--- src/design/cbjm_pkg.sv ---
// ----------------------------------------------------------------------------
// cbjm_pkg
// Types, constants and register map shared by the CAN joint mailbox files.
// ----------------------------------------------------------------------------
package cbjm_pkg;

  // Joint store geometry and limits
  localparam int unsigned JOINT_SLOTS   = 16;
  localparam int unsigned JOINT_IDX_W   = 4;
  localparam int unsigned CARD_IDX_W    = 3;
  localparam int unsigned MAX_CARDS_DEF = 8;
  localparam int unsigned MAX_CARDS_LIM = 8;

  // Configuration port
  localparam int unsigned CFG_ADDR_W = 6;
  localparam int unsigned CFG_DATA_W = 64;
  localparam int unsigned JCOUNT_W   = 5;
  localparam int unsigned TYPE_W     = 4;

  localparam logic [2:0] REG_CARD_TABLE  = 3'd0;
  localparam logic [2:0] REG_JOINT_COUNT = 3'd1;
  localparam logic [2:0] REG_TYPE_POS    = 3'd2;
  localparam logic [2:0] REG_TYPE_VEL    = 3'd3;
  localparam logic [2:0] REG_TYPE_FLT    = 3'd4;
  localparam logic [2:0] REG_TYPE_CUR    = 3'd5;

  localparam logic [TYPE_W-1:0] TYPE_POS_RST = 4'd1;
  localparam logic [TYPE_W-1:0] TYPE_VEL_RST = 4'd2;
  localparam logic [TYPE_W-1:0] TYPE_FLT_RST = 4'd3;
  localparam logic [TYPE_W-1:0] TYPE_CUR_RST = 4'd4;

  // CAN identifier fields
  localparam logic [10:0] ID_CLASS_MASK  = 11'h700;
  localparam logic [10:0] ID_CLASS_BCAST = 11'h100;
  localparam logic [10:0] ID_SRC_MASK    = 11'h0f0;
  localparam logic [10:0] ID_TYPE_MASK   = 11'h00f;

  // Item mode
  localparam logic MODE_FRAME = 1'b0;
  localparam logic MODE_READ  = 1'b1;

  typedef enum logic [1:0] {
    ST_STORED   = 2'd0,
    ST_IGNORED  = 2'd1,
    ST_READ_OK  = 2'd2,
    ST_READ_OOR = 2'd3
  } status_t;

  typedef enum logic [1:0] {
    KIND_POS = 2'd0,
    KIND_VEL = 2'd1,
    KIND_FLT = 2'd2,
    KIND_CUR = 2'd3
  } kind_t;

  // Write control from the frame decode to the joint store
  typedef struct packed {
    logic                  en;
    kind_t                 kind;
    logic [CARD_IDX_W-1:0] card;
    logic                  second;
  } store_wr_t;

  // One joint's stored values
  typedef struct packed {
    logic [31:0] position;
    logic [15:0] velocity;
    logic [15:0] acceleration;
    logic [15:0] fault_word;
    logic [15:0] motor_current;
    logic [15:0] control_value;
  } joint_rec_t;

endpackage

--- src/design/can_broadcast_joint_mailbox_top.sv ---
// ----------------------------------------------------------------------------
// can_broadcast_joint_mailbox_top
// Stores two-joint CAN broadcast values per card and serves joint reads.
// ----------------------------------------------------------------------------
//
// Channel  Direction  Handshake               Word
// -------  ---------  ----------------------  --------------------------------
// in_      input      in_valid / in_stall     mode, frame_id, no_data, data,
//                                             joint_index
// out_     output     out_valid / out_stall   status and six joint values
// cfg_     input      APB write/read          card table, joint count, types
//
// Flow: a taken word is latched in the input register, decoded and applied
// to the joint store as it advances into the result register, and its result
// then shows on out_. One word per cycle is sustained while out_stall stays
// low; the single decode stage between input and result register sets that figure.
// Reset: rst_n is synchronous; it empties both registers, clears all joint
// values to zero and loads the type registers with 1, 2, 3 and 4.
// Stalls: in_stall rises only while the input register holds a word and the
// result register is full and stalled; otherwise a new word is taken while
// a finished result still waits.
//
module can_broadcast_joint_mailbox_top #(
  parameter int unsigned MAX_CARDS = cbjm_pkg::MAX_CARDS_DEF
) (
  input  logic                                clk,
  input  logic                                rst_n,

  // Input channel
  input  logic                                in_valid,
  output logic                                in_stall,
  input  logic                                in_mode,
  input  logic [10:0]                         in_frame_id,
  input  logic                                in_frame_no_data,
  input  logic [63:0]                         in_frame_data,
  input  logic [cbjm_pkg::JOINT_IDX_W-1:0]    in_joint_index,

  // Result channel
  output logic                                out_valid,
  input  logic                                out_stall,
  output logic [1:0]                          out_status,
  output logic signed [31:0]                  out_position,
  output logic signed [15:0]                  out_velocity,
  output logic signed [15:0]                  out_acceleration,
  output logic signed [15:0]                  out_fault_word,
  output logic signed [15:0]                  out_motor_current,
  output logic signed [15:0]                  out_control_value,

  // Configuration port
  input  logic                                cfg_psel,
  input  logic                                cfg_penable,
  input  logic                                cfg_pwrite,
  input  logic [cbjm_pkg::CFG_ADDR_W-1:0]     cfg_paddr,
  input  logic [cbjm_pkg::CFG_DATA_W-1:0]     cfg_pwdata,
  output logic [cbjm_pkg::CFG_DATA_W-1:0]     cfg_prdata,
  output logic                                cfg_pready
);

  // --------------------------------------------------------------------------
  // Configuration registers
  // --------------------------------------------------------------------------
  logic [63:0]                       card_table_r;
  logic [cbjm_pkg::JCOUNT_W-1:0]     joint_count_r;
  logic [cbjm_pkg::TYPE_W-1:0]       type_pos_r;
  logic [cbjm_pkg::TYPE_W-1:0]       type_vel_r;
  logic [cbjm_pkg::TYPE_W-1:0]       type_flt_r;
  logic [cbjm_pkg::TYPE_W-1:0]       type_cur_r;

  logic       cfg_wr;
  logic [2:0] cfg_idx;

  assign cfg_pready = 1'b1;
  assign cfg_wr     = cfg_psel & cfg_penable & cfg_pwrite & cfg_pready;
  // registers sit on 8-byte strides
  assign cfg_idx    = cfg_paddr[5:3];

  always_ff @(posedge clk) begin
    if (!rst_n) begin
      card_table_r  <= '0;
      joint_count_r <= '0;
      type_pos_r    <= cbjm_pkg::TYPE_POS_RST;
      type_vel_r    <= cbjm_pkg::TYPE_VEL_RST;
      type_flt_r    <= cbjm_pkg::TYPE_FLT_RST;
      type_cur_r    <= cbjm_pkg::TYPE_CUR_RST;
    end else if (cfg_wr) begin
      case (cfg_idx)
        cbjm_pkg::REG_CARD_TABLE:  card_table_r  <= cfg_pwdata;
        cbjm_pkg::REG_JOINT_COUNT: joint_count_r <= cfg_pwdata[cbjm_pkg::JCOUNT_W-1:0];
        cbjm_pkg::REG_TYPE_POS:    type_pos_r    <= cfg_pwdata[cbjm_pkg::TYPE_W-1:0];
        cbjm_pkg::REG_TYPE_VEL:    type_vel_r    <= cfg_pwdata[cbjm_pkg::TYPE_W-1:0];
        cbjm_pkg::REG_TYPE_FLT:    type_flt_r    <= cfg_pwdata[cbjm_pkg::TYPE_W-1:0];
        cbjm_pkg::REG_TYPE_CUR:    type_cur_r    <= cfg_pwdata[cbjm_pkg::TYPE_W-1:0];
        default: begin
          // addresses beyond the map: drop the write
        end
      endcase
    end
  end

  // Read back: zero-extend the narrow registers
  always_comb begin
    case (cfg_idx)
      cbjm_pkg::REG_CARD_TABLE:  cfg_prdata = card_table_r;
      cbjm_pkg::REG_JOINT_COUNT: cfg_prdata = {59'd0, joint_count_r};
      cbjm_pkg::REG_TYPE_POS:    cfg_prdata = {60'd0, type_pos_r};
      cbjm_pkg::REG_TYPE_VEL:    cfg_prdata = {60'd0, type_vel_r};
      cbjm_pkg::REG_TYPE_FLT:    cfg_prdata = {60'd0, type_flt_r};
      cbjm_pkg::REG_TYPE_CUR:    cfg_prdata = {60'd0, type_cur_r};
      default:                   cfg_prdata = '0;
    endcase
  end

  // --------------------------------------------------------------------------
  // Handshake: input register and result register
  // --------------------------------------------------------------------------
  logic s1_valid_r, s1_valid_nxt;
  logic out_valid_r, out_valid_nxt;
  logic in_take;
  logic s1_adv;

  // advance the input register whenever the result register can take a word
  assign s1_adv   = s1_valid_r & (~out_valid_r | ~out_stall);
  assign in_stall = s1_valid_r & out_valid_r & out_stall;
  assign in_take  = in_valid & ~in_stall;

  always_comb begin
    s1_valid_nxt = s1_valid_r;
    if (in_take) begin
      s1_valid_nxt = 1'b1;
    end else if (s1_adv) begin
      s1_valid_nxt = 1'b0;
    end

    out_valid_nxt = out_valid_r;
    if (s1_adv) begin
      out_valid_nxt = 1'b1;
    end else if (!out_stall) begin
      out_valid_nxt = 1'b0;
    end
  end

  always_ff @(posedge clk) begin
    if (!rst_n) begin
      s1_valid_r  <= 1'b0;
      out_valid_r <= 1'b0;
    end else begin
      s1_valid_r  <= s1_valid_nxt;
      out_valid_r <= out_valid_nxt;
    end
  end

  // Input payload register: hold while the word waits
  logic                              mode_r;
  logic [10:0]                       frame_id_r;
  logic                              no_data_r;
  logic [63:0]                       frame_data_r;
  logic [cbjm_pkg::JOINT_IDX_W-1:0]  joint_idx_r;

  always_ff @(posedge clk) begin
    if (in_take) begin
      mode_r       <= in_mode;
      frame_id_r   <= in_frame_id;
      no_data_r    <= in_frame_no_data;
      frame_data_r <= in_frame_data;
      joint_idx_r  <= in_joint_index;
    end
  end

  // --------------------------------------------------------------------------
  // Frame decode
  // --------------------------------------------------------------------------
  logic [3:0]                        src_nib;
  logic [3:0]                        type_nib;
  logic                              class_ok;
  logic                              card_hit;
  logic [cbjm_pkg::CARD_IDX_W-1:0]   card_sel;
  logic                              kind_hit;
  cbjm_pkg::kind_t                   kind_sel;
  logic [cbjm_pkg::JCOUNT_W-1:0]     second_joint;
  logic                              frame_ok;
  cbjm_pkg::store_wr_t               store_wr;

  assign class_ok = ((frame_id_r & cbjm_pkg::ID_CLASS_MASK) == cbjm_pkg::ID_CLASS_BCAST);
  assign src_nib  = frame_id_r[7:4];
  assign type_nib = frame_id_r[3:0];

  // Card lookup: scan from the top so the lowest matching card wins.
  // An address byte above 15 never equals a zero-extended nibble.
  always_comb begin
    card_hit = 1'b0;
    card_sel = '0;
    for (int k = MAX_CARDS - 1; k >= 0; k--) begin
      if (card_table_r[8*k +: 8] == {4'd0, src_nib}) begin
        card_hit = 1'b1;
        card_sel = k[cbjm_pkg::CARD_IDX_W-1:0];
      end
    end
  end

  // Type lookup in priority order position, velocity, fault, current
  always_comb begin
    kind_hit = 1'b1;
    kind_sel = cbjm_pkg::KIND_POS;
    if (type_nib == type_pos_r) begin
      kind_sel = cbjm_pkg::KIND_POS;
    end else if (type_nib == type_vel_r) begin
      kind_sel = cbjm_pkg::KIND_VEL;
    end else if (type_nib == type_flt_r) begin
      kind_sel = cbjm_pkg::KIND_FLT;
    end else if (type_nib == type_cur_r) begin
      kind_sel = cbjm_pkg::KIND_CUR;
    end else begin
      kind_hit = 1'b0;
    end
  end

  assign second_joint = {1'b0, card_sel, 1'b1};
  assign frame_ok     = ~no_data_r & class_ok & card_hit & kind_hit;

  assign store_wr.en     = s1_adv & (mode_r == cbjm_pkg::MODE_FRAME) & frame_ok;
  assign store_wr.kind   = kind_sel;
  assign store_wr.card   = card_sel;
  assign store_wr.second = (second_joint < joint_count_r);

  // --------------------------------------------------------------------------
  // Joint store
  // --------------------------------------------------------------------------
  cbjm_pkg::joint_rec_t rd_rec;

  cbjm_store u_store (
    .clk     (clk),
    .rst_n   (rst_n),
    .wr      (store_wr),
    .wr_data (frame_data_r),
    .rd_idx  (joint_idx_r),
    .rd_rec  (rd_rec)
  );

  // --------------------------------------------------------------------------
  // Result register
  // --------------------------------------------------------------------------
  cbjm_pkg::status_t    status_nxt;
  cbjm_pkg::joint_rec_t rec_nxt;
  cbjm_pkg::status_t    status_r;
  cbjm_pkg::joint_rec_t rec_r;
  logic                 read_in_range;

  assign read_in_range = ({1'b0, joint_idx_r} < joint_count_r);

  always_comb begin
    rec_nxt = '0;
    if (mode_r == cbjm_pkg::MODE_FRAME) begin
      status_nxt = frame_ok ? cbjm_pkg::ST_STORED : cbjm_pkg::ST_IGNORED;
    end else if (read_in_range) begin
      status_nxt = cbjm_pkg::ST_READ_OK;
      rec_nxt    = rd_rec;
    end else begin
      status_nxt = cbjm_pkg::ST_READ_OOR;
    end
  end

  always_ff @(posedge clk) begin
    if (s1_adv) begin
      status_r <= status_nxt;
      rec_r    <= rec_nxt;
    end
  end

  assign out_valid         = out_valid_r;
  assign out_status        = status_r;
  assign out_position      = rec_r.position;
  assign out_velocity      = rec_r.velocity;
  assign out_acceleration  = rec_r.acceleration;
  assign out_fault_word    = rec_r.fault_word;
  assign out_motor_current = rec_r.motor_current;
  assign out_control_value = rec_r.control_value;

`ifndef SYNTHESIS
  // an empty result register never stalls the input
  a_no_stall_when_empty: assert property (@(posedge clk) disable iff (!rst_n)
    !out_valid_r |-> !in_stall)
    else $error("input stalled with empty result register");

  // a word that advances appears as a result in the next cycle
  a_adv_gives_result: assert property (@(posedge clk) disable iff (!rst_n)
    s1_adv |=> out_valid_r)
    else $error("advanced word did not reach the result register");

  // the store is written only for frames that are reported stored
  a_write_only_stored: assert property (@(posedge clk) disable iff (!rst_n)
    store_wr.en |=> (status_r == cbjm_pkg::ST_STORED))
    else $error("store written for a word not reported stored");

  // value fields are zero unless a read succeeded
  a_zero_unless_read: assert property (@(posedge clk) disable iff (!rst_n)
    (out_valid_r && (status_r != cbjm_pkg::ST_READ_OK)) |-> (rec_r == '0))
    else $error("nonzero values on a non-read result");

  // a joint count write lands in the register
  a_jcount_write: assert property (@(posedge clk) disable iff (!rst_n)
    (cfg_wr && (cfg_idx == cbjm_pkg::REG_JOINT_COUNT))
      |=> (joint_count_r == $past(cfg_pwdata[cbjm_pkg::JCOUNT_W-1:0])))
    else $error("joint count write lost");
`endif

endmodule

--- src/design/cbjm_store.sv ---
// ----------------------------------------------------------------------------
// cbjm_store
// Per-joint value store: two-joint frame writes, one-joint read.
// ----------------------------------------------------------------------------
module cbjm_store (
  input  logic                                 clk,
  input  logic                                 rst_n,
  input  cbjm_pkg::store_wr_t                  wr,
  input  logic [63:0]                          wr_data,
  input  logic [cbjm_pkg::JOINT_IDX_W-1:0]     rd_idx,
  output cbjm_pkg::joint_rec_t                 rd_rec
);

  logic [31:0] pos_r [cbjm_pkg::JOINT_SLOTS];
  logic [15:0] vel_r [cbjm_pkg::JOINT_SLOTS];
  logic [15:0] acc_r [cbjm_pkg::JOINT_SLOTS];
  logic [15:0] flt_r [cbjm_pkg::JOINT_SLOTS];
  logic [15:0] cur_r [cbjm_pkg::JOINT_SLOTS];
  logic [15:0] ctl_r [cbjm_pkg::JOINT_SLOTS];

  logic [cbjm_pkg::JOINT_IDX_W-1:0] j_first;
  logic [cbjm_pkg::JOINT_IDX_W-1:0] j_second;

  // card k owns joints 2k and 2k+1
  assign j_first  = {wr.card, 1'b0};
  assign j_second = {wr.card, 1'b1};

  always_ff @(posedge clk) begin
    if (!rst_n) begin
      for (int i = 0; i < cbjm_pkg::JOINT_SLOTS; i++) begin
        pos_r[i] <= '0;
        vel_r[i] <= '0;
        acc_r[i] <= '0;
        flt_r[i] <= '0;
        cur_r[i] <= '0;
        ctl_r[i] <= '0;
      end
    end else if (wr.en) begin
      case (wr.kind)
        cbjm_pkg::KIND_POS: begin
          pos_r[j_first] <= wr_data[31:0];
          if (wr.second) begin
            pos_r[j_second] <= wr_data[63:32];
          end
        end
        cbjm_pkg::KIND_VEL: begin
          vel_r[j_first] <= wr_data[15:0];
          acc_r[j_first] <= wr_data[47:32];
          if (wr.second) begin
            vel_r[j_second] <= wr_data[31:16];
            acc_r[j_second] <= wr_data[63:48];
          end
        end
        cbjm_pkg::KIND_FLT: begin
          flt_r[j_first] <= wr_data[15:0];
          if (wr.second) begin
            flt_r[j_second] <= wr_data[31:16];
          end
        end
        cbjm_pkg::KIND_CUR: begin
          cur_r[j_first] <= wr_data[15:0];
          ctl_r[j_first] <= wr_data[47:32];
          if (wr.second) begin
            cur_r[j_second] <= wr_data[31:16];
            ctl_r[j_second] <= wr_data[63:48];
          end
        end
        default: begin
        end
      endcase
    end
  end

  assign rd_rec.position      = pos_r[rd_idx];
  assign rd_rec.velocity      = vel_r[rd_idx];
  assign rd_rec.acceleration  = acc_r[rd_idx];
  assign rd_rec.fault_word    = flt_r[rd_idx];
  assign rd_rec.motor_current = cur_r[rd_idx];
  assign rd_rec.control_value = ctl_r[rd_idx];

endmodule

--- config.mk ---
export PLATFORM = sky130hd
export DESIGN_NAME = can_broadcast_joint_mailbox_top
export DESIGN_NICKNAME = d
export VERILOG_FILES = /design/src/design/cbjm_pkg.sv /design/src/design/can_broadcast_joint_mailbox_top.sv /design/src/design/cbjm_store.sv
export SDC_FILE = /design/constraint.sdc
export NUM_CORES = 2
export LEC_CHECK = 0
export BUFFER_PORTS_ARGS = -buffer_cell sky130_fd_sc_hd__buf_4
export CORE_UTILIZATION = 55
export CTS_CLUSTER_SIZE = 20
export DETAILED_ROUTE_END_ITERATION = 8
export GPL_TIMING_DRIVEN = 0
export PLACE_DENSITY = 0.72
export SETUP_SLACK_MARGIN = 0.02
export SLEW_MARGIN = 25
export SYNTH_ARGS = -nofsm -noshare
export SYNTH_HDL_FRONTEND = slang
export SYNTH_SLANG_ARGS = --single-unit
--- constraint.sdc ---
create_clock -name clk -period 31.4 [get_ports clk]
set_clock_uncertainty 0.2 [all_clocks]
set_input_delay 3.14 -clock clk [delete_from_list [all_inputs] [get_ports clk]]
set_output_delay 3.14 -clock clk [all_outputs]
set_load 0.1 [all_outputs]
* Word level (Yosys, flattened, before mapping)
Memory sizes are Yosys's and may differ from the RTL's. A register that Yosys moved wholly into a read port is not among the register bits. Index checks and enable logic that the tools add are counted.
Word-level totals: register bits after elaboration 170, latch bits 0, bits in writable memories 1792, ROM bits 0, input bits 158, logic and storage cells 191, memories kept 6
Cells by class: add/subtract/negate cells 0, multiply operators 0, div/mod/pow operators 0, $lt $le $gt $ge 2, equality and inequality tests 22, shift-type cells 0, mux-type cells 102, bitwise logic cells 17, reduce and logical (&&, ||, !) cells 28
Memory list:
- u_store.pos_r | depth 16, bits a word 32, read ports 1, clocked after Yosys merged registers in 1, write ports 16, line cbjm_store.sv:14 | logic [31:0] pos_r [cbjm_pkg::JOINT_SLOTS];
- u_store.acc_r | depth 16, bits a word 16, read ports 1, clocked after Yosys merged registers in 1, write ports 16, line cbjm_store.sv:16 | logic [15:0] acc_r [cbjm_pkg::JOINT_SLOTS];
- u_store.ctl_r | depth 16, bits a word 16, read ports 1, clocked after Yosys merged registers in 1, write ports 16, line cbjm_store.sv:19 | logic [15:0] ctl_r [cbjm_pkg::JOINT_SLOTS];
- u_store.cur_r | depth 16, bits a word 16, read ports 1, clocked after Yosys merged registers in 1, write ports 16, line cbjm_store.sv:18 | logic [15:0] cur_r [cbjm_pkg::JOINT_SLOTS];
- u_store.flt_r | depth 16, bits a word 16, read ports 1, clocked after Yosys merged registers in 1, write ports 16, line cbjm_store.sv:17 | logic [15:0] flt_r [cbjm_pkg::JOINT_SLOTS];
- u_store.vel_r | depth 16, bits a word 16, read ports 1, clocked after Yosys merged registers in 1, write ports 16, line cbjm_store.sv:15 | logic [15:0] vel_r [cbjm_pkg::JOINT_SLOTS];
Operators by type and width (count):
- $pmux W64 S6 | 1
- $mux W16 | 10
- $reduce_or A16 Y1 | 10
- $eq A8 B4 Y1 | 8
- $mux W1 | 64
- $mux W32 | 2
- $reduce_or A32 Y1 | 2
- $mux W4 | 12
- $mux W3 | 8
- $eq A4 B4 Y1 | 4
- $reduce_and A2 Y1 | 7
- $and A1 B1 Y1 | 11
- $lt A4 B5 Y1 | 2
- $mux W2 | 5
- $eq A3 B1 Y1 const B | 2
- $eq A3 B2 Y1 const B | 2
- $eq A3 B3 Y1 const B | 2
- $logic_not A1 Y1 | 6
- $not A1 Y1 | 5
- $eq A2 B2 Y1 const B | 2
- $logic_not A3 Y1 | 1
- $eq A2 B1 Y1 const B | 1
- $logic_not A2 Y1 | 1
- $ne A2 B1 Y1 const B | 1
- 2 further kinds | 2

* Longest topological paths before layout
depth after elaboration 17, depth in mapped cells 16, mapped depth without buffers 11

* By module
A second synthesis with hierarchy kept.
Unflattened totals: cells, all modules 6241, area, all modules 89392.0 µm²
By module, submodules not included:
- cbjm_store | times used 1, cells each 5338, area each 77934.7 µm², sequential area each 53811.6 µm²
- can_broadcast_joint_mailbox_top | times used 1, cells each 903, area each 11457.2 µm², sequential area each 7597.3 µm²

* Least setup slack after synthesis
OpenSTA, ideal clock, no wires.
kind input to register, start point input port out_stall, end point memory u_store.acc_r[15][0] (enable), arrival 15940 ps, required time 30730 ps, path slack 14790 ps, stages 7, path buffers 2, path through a21boi_0 nand3_1 clkbuf_1 a211oi_2 nand3_2 buf_2 o31ai_1
RTL lines:
- start, declared | line can_broadcast_joint_mailbox_top.sv:40 | input logic out_stall,
- end, declared | line cbjm_store.sv:16

* Worst setup path after layout
start point input port cfg_paddr[3] (netlist bit), end point output port cfg_prdata[31] (netlist bit)
On the way: longest elaborated chain between the ends 2
Ends and longest elaborated chain:
- start, declared | line can_broadcast_joint_mailbox_top.sv:53 | input logic [cbjm_pkg::CFG_ADDR_W-1:0] cfg_paddr,
- $eq A3 B3 Y1, or another cell as far along | line can_broadcast_joint_mailbox_top.sv:102 | case (cfg_idx)
- $pmux W64 S6 * | line can_broadcast_joint_mailbox_top.sv:102
- end, declared | line can_broadcast_joint_mailbox_top.sv:55 | output logic [cbjm_pkg::CFG_DATA_W-1:0] cfg_prdata,
Every way passes the cells marked *; elsewhere a longest branch is shown, timed or not.

==> run metrics <==
Post-Syn Area 0.0928 mm2; CORE AREA 0.167 mm2; via count 61600; synth unique cells 62; Vias/cell 6.89; Finished Cell Area 0.108 mm2; critical path's slowest cell nor3_2; overall power 6.25 mW; leak pwr 39.9 nW; critical path required time 28.06 ns; worst-margin pin slew 1.34 ns; Post-synth ARST share 0%; commonest non-fill, non-tap cell in the layout edfxtp_1; endpoints failing setup 0; worst hold path class reg -> reg; CTS max path bufs 3; CTS tree built; GRT overflow 0; Nets 6623; H-tree Lvls 4; Routed Antenna Nets 0; Syn Area/Cell 16.0 um2; drc violations 0; Final min period 8.53 ns; fmax 117 MHz; aggregate routed wire length 355000 um; crit path kind in -> out; GP Congestion 1.04; Clk pin slew, worst setup/hold paths 0.06 ns; final hold violations 0; status complete, no violations; CP Capture Type primary output; CP peak stage delay 0.55 ns; CTS Buf Count 211; area growth from synthesis to layout 16.5%; Seq cells post-synth 2074; Fillers 11900; yosys warns 0; EDFF count, synth 1987; flop2flop setup slack 25.02 ns; postcts setup bufs 0; CP Launch Point cfg_paddr[3]; multi-input logic area 0.0296 mm2; Worst Path Arrival 5.19 ns; unrepaired setup endpoints after global routing no; syn_nets 5965; Worst VDD drop 0.0542 mV; Setup TNS 0 ns; initial antenna violation count 66; r2r startpoint card_table_r[20]; DPL Wire Length 257000 um; IO Pins 339; area leader, netlist edfxtp_1; worst hold slack 0.268 ns; area post-placement 0.101 mm2; initial DRC count 11100; die span in x 413 um; largest net degree at the start of global routing 33; most frequent cells in the layout edfxtp_1, and2_1, mux4_2, clkbuf_1, and3_1; Mapped Cells 5803; PortBufs 331; first-pass GRT wire length 474000 um; Slew HR 10.7%; register area 0.0614 mm2; Top FF cell, synth edfxtp_1; hold endpoint card_table_r[14]; Hold Path Depth 2; layout cells sized above 1 24.2%; full die area 0.170 mm2; synth top area cells edfxtp_1, mux4_2, and2_1; CTS sink cnt 2074; pwr dens 57.9 mW/mm2; vias in the first global route 58100; Initial Util 55.4%; total track usage 41.7%; reg2reg end u_store.cur_r[3][12]; CP Launch Type input pin; clk_lat worst skew 0.89 ns; R2R depth 15; post_cts resized 0; Hold Crit Start card_table_r[14]; Die H 413 um; Most common cell on crit path clkbuf_1; CP Max Fanout 10; Slew Viols, Final 0; clock root cell clkbuf_16; top cell family by delay on the critical path buffers and inverters; # hold bufs at CTS 0; register area share after synthesis 66.2%; cell-by-cell listing of the critical path clkbuf_1, nor3_2, clkbuf_1, clkbuf_1, and2_1, buf_4; Pre-antenna DRT Iters 9; std cell rows 150; period utilization 27.2%; wire per inst 39.7 um; number of max-cap violations 0; CP bufs+invs 4; post-synth top area share 64.3%
## sequential cells by signal (all words and copies together) (netlist names), 5 cells and up
| name | count |
|---|---|
| card_table_r | 64 |
| frame_data_r | 64 |
| frame_id_r | 11 |
| joint_count_r | 5 |
| out_acceleration | 16 |
| out_control_value | 16 |
| out_fault_word | 16 |
| out_motor_current | 16 |
| out_position | 32 |
| out_velocity | 16 |
| u_store.acc_r | 256 |
| u_store.ctl_r | 256 |
| u_store.cur_r | 256 |
| u_store.flt_r | 256 |
| u_store.pos_r | 512 |
| u_store.vel_r | 256 |
## synthesized netlist by cell type, types with 4 or more instances
cell type and number:
and3_1 427, and4_1 36, nor3b_1 144, nand4_1 14, a211oi_1 4, buf_1 48
ha_1 4, o31ai_1 5, nor4b_1 64, nor2_1 37, nor4_2 6, xor2_1 30
mux2i_1 25, edfxtp_1 1987, and2_1 1216, nand2b_1 30, o21ai_0 22, mux4_2 561
xnor2_1 18, buf_2 36, nand3_1 9, mux2_2 4, clkbuf_1 515, buf_4 8
nor4_1 16, a2111oi_4 9, dfxtp_1 87, a21oi_1 78, nand2_1 179, nor2b_1 115
a211oi_2 4, nor3_1 17, inv_1 6
## power breakdown
group / switching [mW] / internal [mW]
clock: 1.10 / 1.38
combinational: 0.425 / 0.191
sequential: 0.0470 / 3.11
## metal layers
layer / global-route usage [%] / wire length [um]
met1: 51.1 / 114000
met2: 58.6 / 151000
met3: 17.8 / 57900
met4: 31.5 / 31700
met5: 0 / 168
## kinds of logic (layout without fill, tap and decap cells)
kind of cell / count (synthesis) / after routing / share of synthesized area [%]
AO/OA/AOI/OAI: 151 / 151 / 1.24
XOR/XNOR: 48 / 48 / 0.453
adder cells (fa/ha/maj): 4 / 4 / 0.0539
buffers and inverters: 615 / 1442 / 2.58
AND/OR/NAND/NOR: 2320 / 2320 / 15.6
multiplexers: 590 / 590 / 13.9
other: 1 / 99 / 0.00404
flip-flops: 2074 / 2074 / 66.2
## worst reg2reg max path, delay by kind of cell, from the launching register on
kind	cells	cell delay, ns
AOI/OAI and AO/OA	3	1.02
DFF	1	0.34
adders and majority gates	1	0.28
and+or+nand+nor	6	2.61
buffers and inverters	5	1.67
## cell type report
type	count	area share [%]
Tap cell	2204	2.55
Timing Repair Buffer	445	4.50
Inverter	6	0.0208
Sequential cell	2074	56.8
Clock inverter	110	0.948
Clock buffer	272	5.16
Multi-Input combinational cell	3114	27.4
Antenna cell	98	0.227
Buffer	609	2.38
## worst max path at each step
stage	slack [ns]	end	cells after the start
floorplan	14.79	u_store.acc_r[15][0]	7
global placement	3.77	u_store.pos_r[1][3]	7
detailed placement	22.81	cfg_prdata[31]	6
CTS	22.80	cfg_prdata[31]	6
global route	22.66	cfg_prdata[31]	6
finish	22.87	cfg_prdata[31]	6
## stage by stage
step,utilization (%),cells,setup slack [ns]
finish,64.6,8932,22.87
global route,64.5,8851,22.66
CTS,64.4,8833,22.80
detailed placement,60.5,8451,22.81
global placement,58.6,8338,3.77
floorplan,-,5803,14.79
Power figures use the tool's default switching activity.
